===== src/hw/rtl/jpeg_huffman_decode_table_builder_defines.svh =====
// Assertion macros shared by the table builder RTL.
`ifndef JPEG_HUFFMAN_DECODE_TABLE_BUILDER_DEFINES_SVH
`define JPEG_HUFFMAN_DECODE_TABLE_BUILDER_DEFINES_SVH

// Same-cycle implication, sampled on clk, off while in reset.
`define JHDTB_ASSERT_NOW(lbl, ante, cons, msg) \
  lbl: assert property (@(posedge clk) disable iff (!rst_n) (ante) |-> (cons)) \
    else $error(msg);

// Next-cycle implication, sampled on clk, off while in reset.
`define JHDTB_ASSERT_NEXT(lbl, ante, cons, msg) \
  lbl: assert property (@(posedge clk) disable iff (!rst_n) (ante) |=> (cons)) \
    else $error(msg);

`endif


===== src/hw/rtl/jhdtb_pkg.sv =====
// Shared types and constants of the Huffman table builder.
package jhdtb_pkg;

  localparam int DEF_MAX_TABLES = 8;
  localparam int QDEPTH         = 2;

  localparam logic [11:0] AC_LIMIT   = 12'h100;
  localparam logic [11:0] DC_LIMIT   = 12'h010;
  localparam logic [15:0] EMPTY_LAST = 16'hFFFF;
  localparam logic [3:0]  LAST_LEN   = 4'd15;

  localparam logic KIND_ENTRY = 1'b0;
  localparam logic KIND_ERROR = 1'b1;

  // One parsed table handed from the parser to the entry generator.
  // counts[0] holds the count of length 16, counts[15] that of length 1.
  typedef struct packed {
    logic             bad;
    logic [2:0]       tbl;
    logic             ac;
    logic [11:0]      total;
    logic [15:0][7:0] counts;
  } job_t;

endpackage


===== src/hw/rtl/jhdtb_front.sv =====
// Segment byte parser: class byte, sixteen counts, symbol skip, table check.
module jhdtb_front #(
  parameter int MAX_TABLES = jhdtb_pkg::DEF_MAX_TABLES
) (
  input  logic              clk,
  input  logic              rst_n,
  input  logic              cfg_valid,
  input  logic [3:0]        cfg_table_count,
  input  logic              in_valid,
  output logic              in_ready,
  input  logic [7:0]        in_data_byte,
  input  logic              in_segment_start,
  output logic              q_push,
  output jhdtb_pkg::job_t   q_job,
  input  logic              q_full
);
  import jhdtb_pkg::*;

  typedef enum logic [1:0] {
    PH_IDLE,
    PH_COUNTS,
    PH_SYMBOLS,
    PH_CLASS
  } phase_t;

  localparam logic [3:0] MaxTables = 4'(MAX_TABLES);

  phase_t           phase_r;
  logic [3:0]       tc_r;
  logic [2:0]       tn_r;
  logic [3:0]       li_r;
  logic [11:0]      total_r;
  logic             class_r;
  logic [8:0]       sl_r;
  logic             halted_r;
  logic [15:0][7:0] cnt_r;

  logic [3:0]  eff_tables;
  logic        last_table;
  logic        in_fire;
  logic        at_last_count;
  logic [11:0] total_sum;
  logic [8:0]  sl_dec;
  logic        bad;

  // Clamp the configured table count
  always_comb begin
    if (tc_r == 4'd0) begin
      eff_tables = 4'd1;
    end else if (tc_r > MaxTables) begin
      eff_tables = MaxTables;
    end else begin
      eff_tables = tc_r;
    end
  end

  assign last_table = (({1'b0, tn_r} + 4'd1) >= eff_tables);

  // Stall only when the sixteenth count would meet a full queue
  assign at_last_count = (phase_r == PH_COUNTS) && (li_r == LAST_LEN) && !halted_r;
  assign in_ready      = !q_full || !at_last_count;
  assign in_fire       = in_valid && in_ready;

  assign total_sum = total_r + 12'(in_data_byte);
  assign sl_dec    = (sl_r != 9'd0) ? (sl_r - 9'd1) : 9'd0;
  assign bad       = (total_sum == 12'd0) ||
                     (class_r && (total_sum > AC_LIMIT)) ||
                     (!class_r && (total_sum > DC_LIMIT));

  // Build the job word for the queue
  assign q_push       = in_fire && !in_segment_start && at_last_count;
  assign q_job.bad    = bad;
  assign q_job.tbl    = tn_r;
  assign q_job.ac     = class_r;
  assign q_job.total  = total_sum;
  assign q_job.counts = {cnt_r[14:0], in_data_byte};

  // Shift in count bytes
  always_ff @(posedge clk) begin
    if (in_fire && !in_segment_start && !halted_r && (phase_r == PH_COUNTS)) begin
      cnt_r <= {cnt_r[14:0], in_data_byte};
    end
  end

  // Parser state
  always_ff @(posedge clk) begin
    if (!rst_n) begin
      phase_r  <= PH_IDLE;
      tc_r     <= 4'd1;
      tn_r     <= 3'd0;
      li_r     <= 4'd0;
      total_r  <= 12'd0;
      class_r  <= 1'b0;
      sl_r     <= 9'd0;
      halted_r <= 1'b0;
    end else begin
      if (cfg_valid) begin
        tc_r <= cfg_table_count;
      end
      if (in_fire) begin
        if (in_segment_start) begin
          halted_r <= 1'b0;
          tn_r     <= 3'd0;
          class_r  <= |in_data_byte[7:4];
          li_r     <= 4'd0;
          total_r  <= 12'd0;
          phase_r  <= PH_COUNTS;
        end else if (!halted_r) begin
          unique case (phase_r)
            PH_CLASS: begin
              class_r <= |in_data_byte[7:4];
              li_r    <= 4'd0;
              total_r <= 12'd0;
              phase_r <= PH_COUNTS;
            end
            PH_SYMBOLS: begin
              sl_r <= sl_dec;
              if (sl_dec == 9'd0) begin
                if (last_table) begin
                  phase_r <= PH_IDLE;
                end else begin
                  tn_r    <= tn_r + 3'd1;
                  phase_r <= PH_CLASS;
                end
              end
            end
            PH_COUNTS: begin
              total_r <= total_sum;
              if (li_r != LAST_LEN) begin
                li_r <= li_r + 4'd1;
              end else begin
                li_r <= 4'd0;
                if (bad) begin
                  halted_r <= 1'b1;
                  phase_r  <= PH_IDLE;
                end else begin
                  sl_r    <= total_sum[8:0];
                  phase_r <= PH_SYMBOLS;
                end
              end
            end
            PH_IDLE: begin
              phase_r <= PH_IDLE;
            end
            default: begin
              phase_r <= PH_IDLE;
            end
          endcase
        end
      end
    end
  end

endmodule


===== src/hw/rtl/jhdtb_fifo.sv =====
// Short job queue between the parser and the entry generator.
`include "jpeg_huffman_decode_table_builder_defines.svh"
module jhdtb_fifo #(
  parameter int DEPTH = jhdtb_pkg::QDEPTH
) (
  input  logic            clk,
  input  logic            rst_n,
  input  logic            push,
  input  jhdtb_pkg::job_t push_job,
  output logic            full,
  input  logic            pop,
  output jhdtb_pkg::job_t head,
  output logic            empty
);
  import jhdtb_pkg::*;

  localparam int AW = (DEPTH > 1) ? $clog2(DEPTH) : 1;
  localparam int CW = $clog2(DEPTH + 1);

  job_t          mem_r [DEPTH];
  logic [AW-1:0] wp_r;
  logic [AW-1:0] rp_r;
  logic [CW-1:0] cnt_r;

  assign full  = (cnt_r == CW'(DEPTH));
  assign empty = (cnt_r == '0);
  assign head  = mem_r[rp_r];

  // Store pushed jobs
  always_ff @(posedge clk) begin
    if (push) begin
      mem_r[wp_r] <= push_job;
    end
  end

  // Advance pointers and occupancy
  always_ff @(posedge clk) begin
    if (!rst_n) begin
      wp_r  <= '0;
      rp_r  <= '0;
      cnt_r <= '0;
    end else begin
      if (push) begin
        wp_r <= (wp_r == AW'(DEPTH - 1)) ? '0 : wp_r + AW'(1);
      end
      if (pop) begin
        rp_r <= (rp_r == AW'(DEPTH - 1)) ? '0 : rp_r + AW'(1);
      end
      if (push && !pop) begin
        cnt_r <= cnt_r + CW'(1);
      end else if (pop && !push) begin
        cnt_r <= cnt_r - CW'(1);
      end
    end
  end

  `JHDTB_ASSERT_NOW(a_no_push_full, push, !full || pop, "push into full job queue")
  `JHDTB_ASSERT_NOW(a_no_pop_empty, pop, !empty, "pop from empty job queue")

endmodule


===== src/hw/rtl/jhdtb_back.sv =====
// Entry generator: sixteen length words per job, or one error word if bad.
`include "jpeg_huffman_decode_table_builder_defines.svh"
module jhdtb_back (
  input  logic            clk,
  input  logic            rst_n,
  input  jhdtb_pkg::job_t job,
  input  logic            q_empty,
  output logic            q_pop,
  output logic            out_valid,
  input  logic            out_ready,
  output logic            out_result_kind,
  output logic [2:0]      out_table_index,
  output logic            out_is_ac_table,
  output logic [4:0]      out_code_length,
  output logic [15:0]     out_first_code,
  output logic [15:0]     out_last_code,
  output logic [7:0]      out_value_offset,
  output logic [11:0]     out_total_codes,
  output logic            out_last_of_run
);
  import jhdtb_pkg::*;

  logic [3:0]  len_r;
  logic [15:0] code_r;
  logic [7:0]  off_r;

  logic        out_valid_r;
  logic        kind_r;
  logic [2:0]  tbl_r;
  logic        ac_r;
  logic [4:0]  clen_r;
  logic [15:0] first_r;
  logic [15:0] last_r;
  logic [7:0]  voff_r;
  logic [11:0] total_r;
  logic        lor_r;

  logic        load;
  logic [7:0]  n;
  logic        nonempty;
  logic [15:0] code_sum;
  logic        last_len;

  assign load     = !out_valid_r || out_ready;
  assign n        = job.counts[~len_r];
  assign nonempty = (n != 8'd0);
  assign code_sum = code_r + 16'(n);
  assign last_len = (len_r == LAST_LEN);
  assign q_pop    = load && !q_empty && (job.bad || last_len);

  // Step through lengths and fill the output register
  always_ff @(posedge clk) begin
    if (!rst_n) begin
      out_valid_r <= 1'b0;
      len_r       <= 4'd0;
      code_r      <= 16'd0;
      off_r       <= 8'd0;
    end else if (load) begin
      out_valid_r <= !q_empty;
      if (!q_empty) begin
        if (job.bad || last_len) begin
          len_r  <= 4'd0;
          code_r <= 16'd0;
          off_r  <= 8'd0;
        end else begin
          len_r  <= len_r + 4'd1;
          code_r <= nonempty ? {code_sum[14:0], 1'b0} : {code_r[14:0], 1'b0};
          off_r  <= off_r + n;
        end
      end
    end
  end

  // Result payload
  always_ff @(posedge clk) begin
    if (load && !q_empty) begin
      tbl_r   <= job.tbl;
      ac_r    <= job.ac;
      total_r <= job.total;
      if (job.bad) begin
        kind_r  <= KIND_ERROR;
        clen_r  <= 5'd0;
        first_r <= 16'd0;
        last_r  <= 16'd0;
        voff_r  <= 8'd0;
        lor_r   <= 1'b1;
      end else begin
        kind_r  <= KIND_ENTRY;
        clen_r  <= {1'b0, len_r} + 5'd1;
        first_r <= nonempty ? code_r : 16'd0;
        last_r  <= nonempty ? (code_sum - 16'd1) : EMPTY_LAST;
        voff_r  <= nonempty ? off_r : 8'd0;
        lor_r   <= last_len;
      end
    end
  end

  assign out_valid        = out_valid_r;
  assign out_result_kind  = kind_r;
  assign out_table_index  = tbl_r;
  assign out_is_ac_table  = ac_r;
  assign out_code_length  = clen_r;
  assign out_first_code   = first_r;
  assign out_last_code    = last_r;
  assign out_value_offset = voff_r;
  assign out_total_codes  = total_r;
  assign out_last_of_run  = lor_r;

  `JHDTB_ASSERT_NEXT(a_pop_ends_run, q_pop, out_valid_r && lor_r, "job retired without run end")
  `JHDTB_ASSERT_NOW(a_run_has_job, len_r != 4'd0, !q_empty, "length walk without a queued job")

endmodule


===== src/hw/rtl/jpeg_huffman_decode_table_builder.sv =====
// With an idle queue, the first entry passes through the job queue and the output register.
// Throughput: one segment byte per cycle; a valid table yields sixteen entries, one a cycle
// while out_ready is high, from the entry generator; the input stalls only while two parsed
// tables wait in the queue. An invalid table yields a single error word, after which bytes
// are dropped until the next segment start. Reset (rst_n low, synchronous) empties the queue
// and output register, returns the parser to idle and sets the table count register to 1.
module jpeg_huffman_decode_table_builder #(
  parameter int MAX_TABLES = jhdtb_pkg::DEF_MAX_TABLES
) (
  input  logic        clk,
  input  logic        rst_n,
  input  logic        cfg_valid,
  output logic        cfg_ready,
  input  logic [3:0]  cfg_table_count,
  input  logic        in_valid,
  output logic        in_ready,
  input  logic [7:0]  in_data_byte,
  input  logic        in_segment_start,
  output logic        out_valid,
  input  logic        out_ready,
  output logic        out_result_kind,
  output logic [2:0]  out_table_index,
  output logic        out_is_ac_table,
  output logic [4:0]  out_code_length,
  output logic [15:0] out_first_code,
  output logic [15:0] out_last_code,
  output logic [7:0]  out_value_offset,
  output logic [11:0] out_total_codes,
  output logic        out_last_of_run
);
  import jhdtb_pkg::*;

  logic q_push;
  logic q_full;
  logic q_pop;
  logic q_empty;
  job_t push_job;
  job_t head_job;

  assign cfg_ready = 1'b1;

  jhdtb_front #(
    .MAX_TABLES (MAX_TABLES)
  ) u_front (
    .clk              (clk),
    .rst_n            (rst_n),
    .cfg_valid        (cfg_valid),
    .cfg_table_count  (cfg_table_count),
    .in_valid         (in_valid),
    .in_ready         (in_ready),
    .in_data_byte     (in_data_byte),
    .in_segment_start (in_segment_start),
    .q_push           (q_push),
    .q_job            (push_job),
    .q_full           (q_full)
  );

  jhdtb_fifo #(
    .DEPTH (QDEPTH)
  ) u_fifo (
    .clk      (clk),
    .rst_n    (rst_n),
    .push     (q_push),
    .push_job (push_job),
    .full     (q_full),
    .pop      (q_pop),
    .head     (head_job),
    .empty    (q_empty)
  );

  jhdtb_back u_back (
    .clk              (clk),
    .rst_n            (rst_n),
    .job              (head_job),
    .q_empty          (q_empty),
    .q_pop            (q_pop),
    .out_valid        (out_valid),
    .out_ready        (out_ready),
    .out_result_kind  (out_result_kind),
    .out_table_index  (out_table_index),
    .out_is_ac_table  (out_is_ac_table),
    .out_code_length  (out_code_length),
    .out_first_code   (out_first_code),
    .out_last_code    (out_last_code),
    .out_value_offset (out_value_offset),
    .out_total_codes  (out_total_codes),
    .out_last_of_run  (out_last_of_run)
  );

endmodule


===== config.mk =====
export PLATFORM = sky130hd
export DESIGN_NAME = jpeg_huffman_decode_table_builder
export DESIGN_NICKNAME = d
export VERILOG_FILES = /design/src/hw/rtl/jhdtb_pkg.sv /design/src/hw/rtl/jhdtb_front.sv /design/src/hw/rtl/jhdtb_fifo.sv /design/src/hw/rtl/jhdtb_back.sv /design/src/hw/rtl/jpeg_huffman_decode_table_builder.sv
export VERILOG_INCLUDE_DIRS = /design/src /design/src/hw/rtl
export SDC_FILE = /design/constraint.sdc
export NUM_CORES = 1
export LEC_CHECK = 0
export BUFFER_PORTS_ARGS = -buffer_cell sky130_fd_sc_hd__buf_4
export CAP_MARGIN = 5
export CELL_PAD_IN_SITES_DETAIL_PLACEMENT = 1
export CELL_PAD_IN_SITES_GLOBAL_PLACEMENT = 2
export CORE_ASPECT_RATIO = 0.8
export CORE_UTILIZATION = 40
export DETAILED_ROUTE_END_ITERATION = 6
export GPL_TIMING_DRIVEN = 0
export PLACE_DENSITY = 0.8
export SETUP_SLACK_MARGIN = 0.5
export SYNTH_ARGS = -nofsm -noshare
export SYNTH_HDL_FRONTEND = slang
export SYNTH_HIERARCHICAL = 1
export SYNTH_SLANG_ARGS = --single-unit

===== constraint.sdc =====
create_clock -name clk -period 24.2 [get_ports clk]
set_input_delay 4.84 -clock clk [delete_from_list [all_inputs] [get_ports clk]]
set_output_delay 4.84 -clock clk [all_outputs]
set_load 0.03 [all_outputs]

# Word level (Yosys, flattened, before mapping)
# Memory sizes are Yosys's and may differ from the RTL's. A register that Yosys moved wholly into a read port is not among the register bits.
# Index checks and enable logic that the tools add are counted.
# totals
memories,1
reg_bits,252
ram_bits,290
wordCells,174
# classes
n_reduce_logical,48
muxes,49
n_addsub,14
n_bitwise,5
order_cmp,5
n_eq_ne,13
# mem_list
memory,words,width,rd,rd_clocked_by_memory_dff,wr,line_no,text
u_fifo.mem_r,2,145,1,1,1,jhdtb_fifo.sv:20,job_t mem_r [DEPTH];
# ops
op,count
16-bit two-way mux,3
8-bit binary-select mux with 4-bit select,1
9-bit two-way mux,3
12-bit two-way mux,2
4-bit two-way mux,6
12-bit one-hot mux with 2 select lines,1
9-bit one-hot mux with 2 select lines,1
16-bit by 8-bit adder with 16-bit output,1
2-bit two-way mux,8
8-bit two-way mux,2
16-bit by 1-bit subtractor with 16-bit output (second input constant),1
1-bit two-way mux,15
3-bit two-way mux,5
1-bit logical AND,13
12-bit by 8-bit adder with 12-bit output,1
12-bit by 5-bit greater-than comparator with 1-bit output (second input constant),1
12-bit by 9-bit greater-than comparator with 1-bit output (second input constant),1
12-bit zero test,1
2-bit nonzero test,5
1-bit zero test,9
9-bit zero test,1
9-bit nonzero test,1
9-bit by 1-bit subtractor with 9-bit output (second input constant),1
4-bit by 1-bit adder with 4-bit output (second input constant),2
33 further kinds,49

# Longest topological paths before layout
# depth
word_depth,12
depth_mapped,18

# By module
# The synthesis kept the hierarchy.
# by_module_without_submodules
mod,area_per_inst_um2,seq_area_each_um2,n_inst,cells_each
jhdtb_fifo,10869.2,8808.4,1,473
jhdtb_front,6301.0,4324.1,1,466
jhdtb_back,5415.2,2422.3,1,471
jpeg_huffman_decode_table_builder,11.3,0.0,1,2

# Least setup slack after synthesis
# Ideal clock, no wire load.
# synth_path
path_type,input -> register
startpoint,input in_segment_start
endpoint,memory u_fifo/mem_r[0][0] (netlist name) (enable)
setup_time_ns,0.669
required_ns,23.531
arrival_ns,11.890
path_stages,4
slack_ns,11.641
path_cell_list,nor2_1 nand3_1 nor3_1 nor2b_1
# synth_via
elab_chain_len,5
# synth_rtl
element,line_no,text
"start, declared",jpeg_huffman_decode_table_builder.sv:18,"input logic in_segment_start,"
1-bit zero test,jhdtb_front.sv:71,assign q_push = in_fire && !in_segment_start && at_last_count;
1-bit logical AND (2 in series),jhdtb_front.sv:71,
named net q_push,jpeg_huffman_decode_table_builder.sv:33,logic q_push;
1-bit two-way mux,jhdtb_fifo.sv:31,if (push) begin
1-bit two-way mux (not written as such),jhdtb_fifo.sv:32,mem_r[wp_r] <= push_job;
"end, declared",jhdtb_fifo.sv:20,
# The timed path passes the listed nets, and every way through them passes these cells.

==> flow_summary.toml <==
[run_status]
run_status = "completed"

[power_and_ir_drop]
static-leakage-power_nw = 8.88
power_frac_seq_pct = 53.3
p_sw_uw = 421
power.density_cell_area_mw_per_mm2 = 73.7
power_switching_share_pct = 21.9
vdd_drop_max_v = 0.0000494
intPower_mw = 1.50
pwr-share-comb_pct = 5.7
p_clk_share_pct = 41.0

[critical_path]
critical_path_arrival_ps = 8070
worst_path_most_repeated_cell = "inv_1"
timing.critical_path.slowest_stage_cell = "o31ai_4"
crit_path_max_fanout = 9
critPathRequiredTime_ps = 24660
worstSetupStartpointType = "input port"
critical_path.cell_chain = "buf_4, ha_1, inv_1, fa_1, xor2_1, inv_1, nor4_1, mux2i_1, a2111oi_2, o2111ai_2, o31ai_4, a311oi_1, a41o_1"
worst-setup-path-type = "in2reg"
worst_path_largest_cell_delay_ps = 580
cp-end-kind = "register"

[floorplanning]
floorplan.io_pins = 84
rows = 77
coreArea_mm2 = 0.0555
chipHeight_um = 215
initial_core_util_pct = 40.7
die_x_um = 268
dieArea_mm2 = 0.0575

[timing]
measured_slew_at_the_worst_slew_check_pin_ps = 1050
timing_hold_violations_final = 0
setup_tns_ps = 0
setup_viol_count_final = 0
finalCriticalPeriod_ps = 7610
maxSlewViolCount = 0
fmaxAchievable_ghz = 0.131
worst_hold_slack_ps = 444
final_min_period_over_clock_period_pct = 31.4
worst_slew_margin_rel_pct = 30.2
rsz0062_at_grt = "no"
finClkSkew_ps = 22.5

[logic_synthesis]
syn-cell-area_mm2 = 0.0226
share_of_synthesized_area_occupied_by_flip_flops_and_latches_pct = 68.8
synth_net_count = 1465
portion_of_synthesized_cell_area_occupied_by_the_leading_cell_type_pct = 62.7
synth.ff_latch_count = 541
yosys.cell_types.count = 84
yosys-top-cells-area = "edfxtp_1, dfxtp_1, mux2_2, mux2_4, mux4_2"
post_synth.cell_area_avg_um2 = 16.0
synth_top_flop_cell = "edfxtp_1"
syn-instance-count = 1412
yosys.area.top_type = "edfxtp_1"
synth-async-reset-ratio_pct = 0
edff_count_synth = 472
ys_warn_count = 6

[routing]
detailroute.via_count = 12279
viasPerCell = 5.22
first_iter_violations = 826
detail-route-antenna-nets = 0
routed_wl_um = 50000
drt-wirelength-per-cell_um = 21.3
route.detailed.drc = 0
drt_first_pass_iters = 7

[global_route]
grt.total_usage_pct = 17.5
pin_count_of_the_biggest_net_entering_global_routing = 58
vias_in_the_first_global_route = 13253
grt.overflow.total = 0
grt_first_pass_wirelength_um = 77400
antenna_found_initial = 0

[job]
timing.max_cap.violations = 0

[clock_network]
cts_inserted_buffers = 52
cts_repair_resize_count = 0
clock_sinks = 541
clock_pin_slew_on_the_worst_setup_and_hold_paths_ps = 60
h_tree_levels = 2
holdBufCountCts = 0
cts_buffer_depth = 3
post-cts-setup-buffer-count = 0
tritoncts_clock_tree = "built"
clock_latency_ps = 580
cts.root.buffer_cell = "clkbuf_16"

[place]
port_buffers = 80
hpwl_um = 34700
routabilityCongestion = 0.839

[finish]
flow.area_growth_from_synthesis_pct = 15.3
final_cell_mix = "edfxtp_1, mux2_2, buf_4"
layout_commonest_cell = "edfxtp_1"
share_of_final_layout_standard_cells_stronger_than_drive_strength_1_pct = 25.5
final_nets = 1610
antenna_cells = 0

[min_path]
worstHoldPathType = "reg2reg"
-- power by group through the flow --
| stage | registers (mW) | logic [mW] | clock network (mW) |
|---|---|---|---|
| 6_report | 1.02 | 0.109 | 0.788 |
| 3_3_place_gp | 1.04 | 0.106 | 0 |
| 5_1_grt | 1.02 | 0.117 | 0.841 |
| 2_1_floorplan | 1.05 | 0.0613 | 0 |
| 4_1_cts | 1.02 | 0.110 | 0.810 |
| 3_5_place_dp | 1.04 | 0.109 | 0 |
-- critical path: cells and delay by family --
| family | cells | cell delay (ps) |
|---|---|---|
| AO/OA/AOI/OAI | 5 | 1670 |
| adder cells (fa/ha/maj) | 2 | 590 |
| buffers and inverters | 3 | 300 |
| XOR/XNOR | 1 | 260 |
| multiplexers | 1 | 190 |
| AND/OR/NAND/NOR | 1 | 210 |
-- kinds of logic (layout without fill, tap and decap cells) --
family / Yosys count / count (layout) / share of synthesized area (%)
fa+ha+maj: 35 / 35 / 2.04
flops: 541 / 541 / 68.8
buf+inv: 102 / 291 / 2.27
mux: 196 / 196 / 12.1
xor+xnor: 56 / 56 / 2.20
compound gates: 200 / 200 / 6.01
simple gates: 280 / 280 / 6.49
other cells: 2 / 2 / 0.0332
-- synthesized netlist by cell type (all sizes together) (5+ instances only) --
library cell and n:
buf 39, nand3 25, and2 36, o21ai 42
nand2b 15, mux4 32, o2111ai 5, nor3 20
xnor2 29, inv 28, ha 32, nand2 60
o211ai 5, dfxtp 69, a21boi 7, nor2 60
and3 6, edfxtp 472, a21o 11, or4 5
clkbuf 35, mux2i 17, nor2b 17, a211oi 7
o21a 5, or3 6, or2 6, xor2 27
a21oi 54, mux2 147, nor4 7, a22oi 29
nand4 6
-- sequential cells by signal, summed over array words and instances, names as in the netlist, 4 cells and up, named ones only --
name,count
u_back/out_code_length,5
u_front/q_job,120
u_front/total_r,12
u_fifo/mem_r,290
u_back/out_first_code,15
u_back/out_last_code,16
u_back/code_r,15
u_back/len_r,4
u_front/sl_r,9
u_back/off_r,8
u_front/tc_r,4
u_back/out_value_offset,8
u_front/li_r,4
u_back/out_total_codes,12
-- worst paths after layout --
kind	depth (start not counted)	slack, ps	endpoint	from
worst max-delay path	13	16590	u_front/sl_r[8]	in_data_byte[0]
worst min-delay path	0	440	u_fifo/mem_r[0][125]	u_front/q_job[125]
worst max register to register	16	18060	u_back/out_last_code[15]	u_back/len_r[1]
worst min register to register	0	440	u_fifo/mem_r[0][125]	u_front/q_job[125]
-- metrics by stage --
stage                     util [%]  cells  total power [mW]  setup WS (ps)  area, um^2
after floorplan                  -   1412              1.11          11640       22600
after global placement        43.5   2242              1.15           6540       24100
after detailed placement      44.0   2253              1.15          15970       24400
after CTS                     47.0   2351              1.94          16560       26100
after global routing          47.0   2351              1.98          16480       26100
final                         47.0   2351              1.92          16590       26100
-- area by class of cell --
class	count	area, um^2
plain buffers	74	412
clock buffers	69	1400
clock inverters	29	250
fillers	5443	29400
inverters	28	105
multi-input cells	769	6540
flip-flops and latches	541	15600
well taps	750	938
repair buffers	91	866
-- metal layers --
metal / vias up / global-route usage, % / part of all wire [%]
met1: 6315 / 25.9 / 49
met4: 0 / 3.85 / 1.8
met2: 226 / 27.3 / 46
met3: 55 / 2.46 / 3.5
li1: 5683 / - / -
met5: - / 0 / 0
Note: power is estimated with default switching activity, not from simulation.
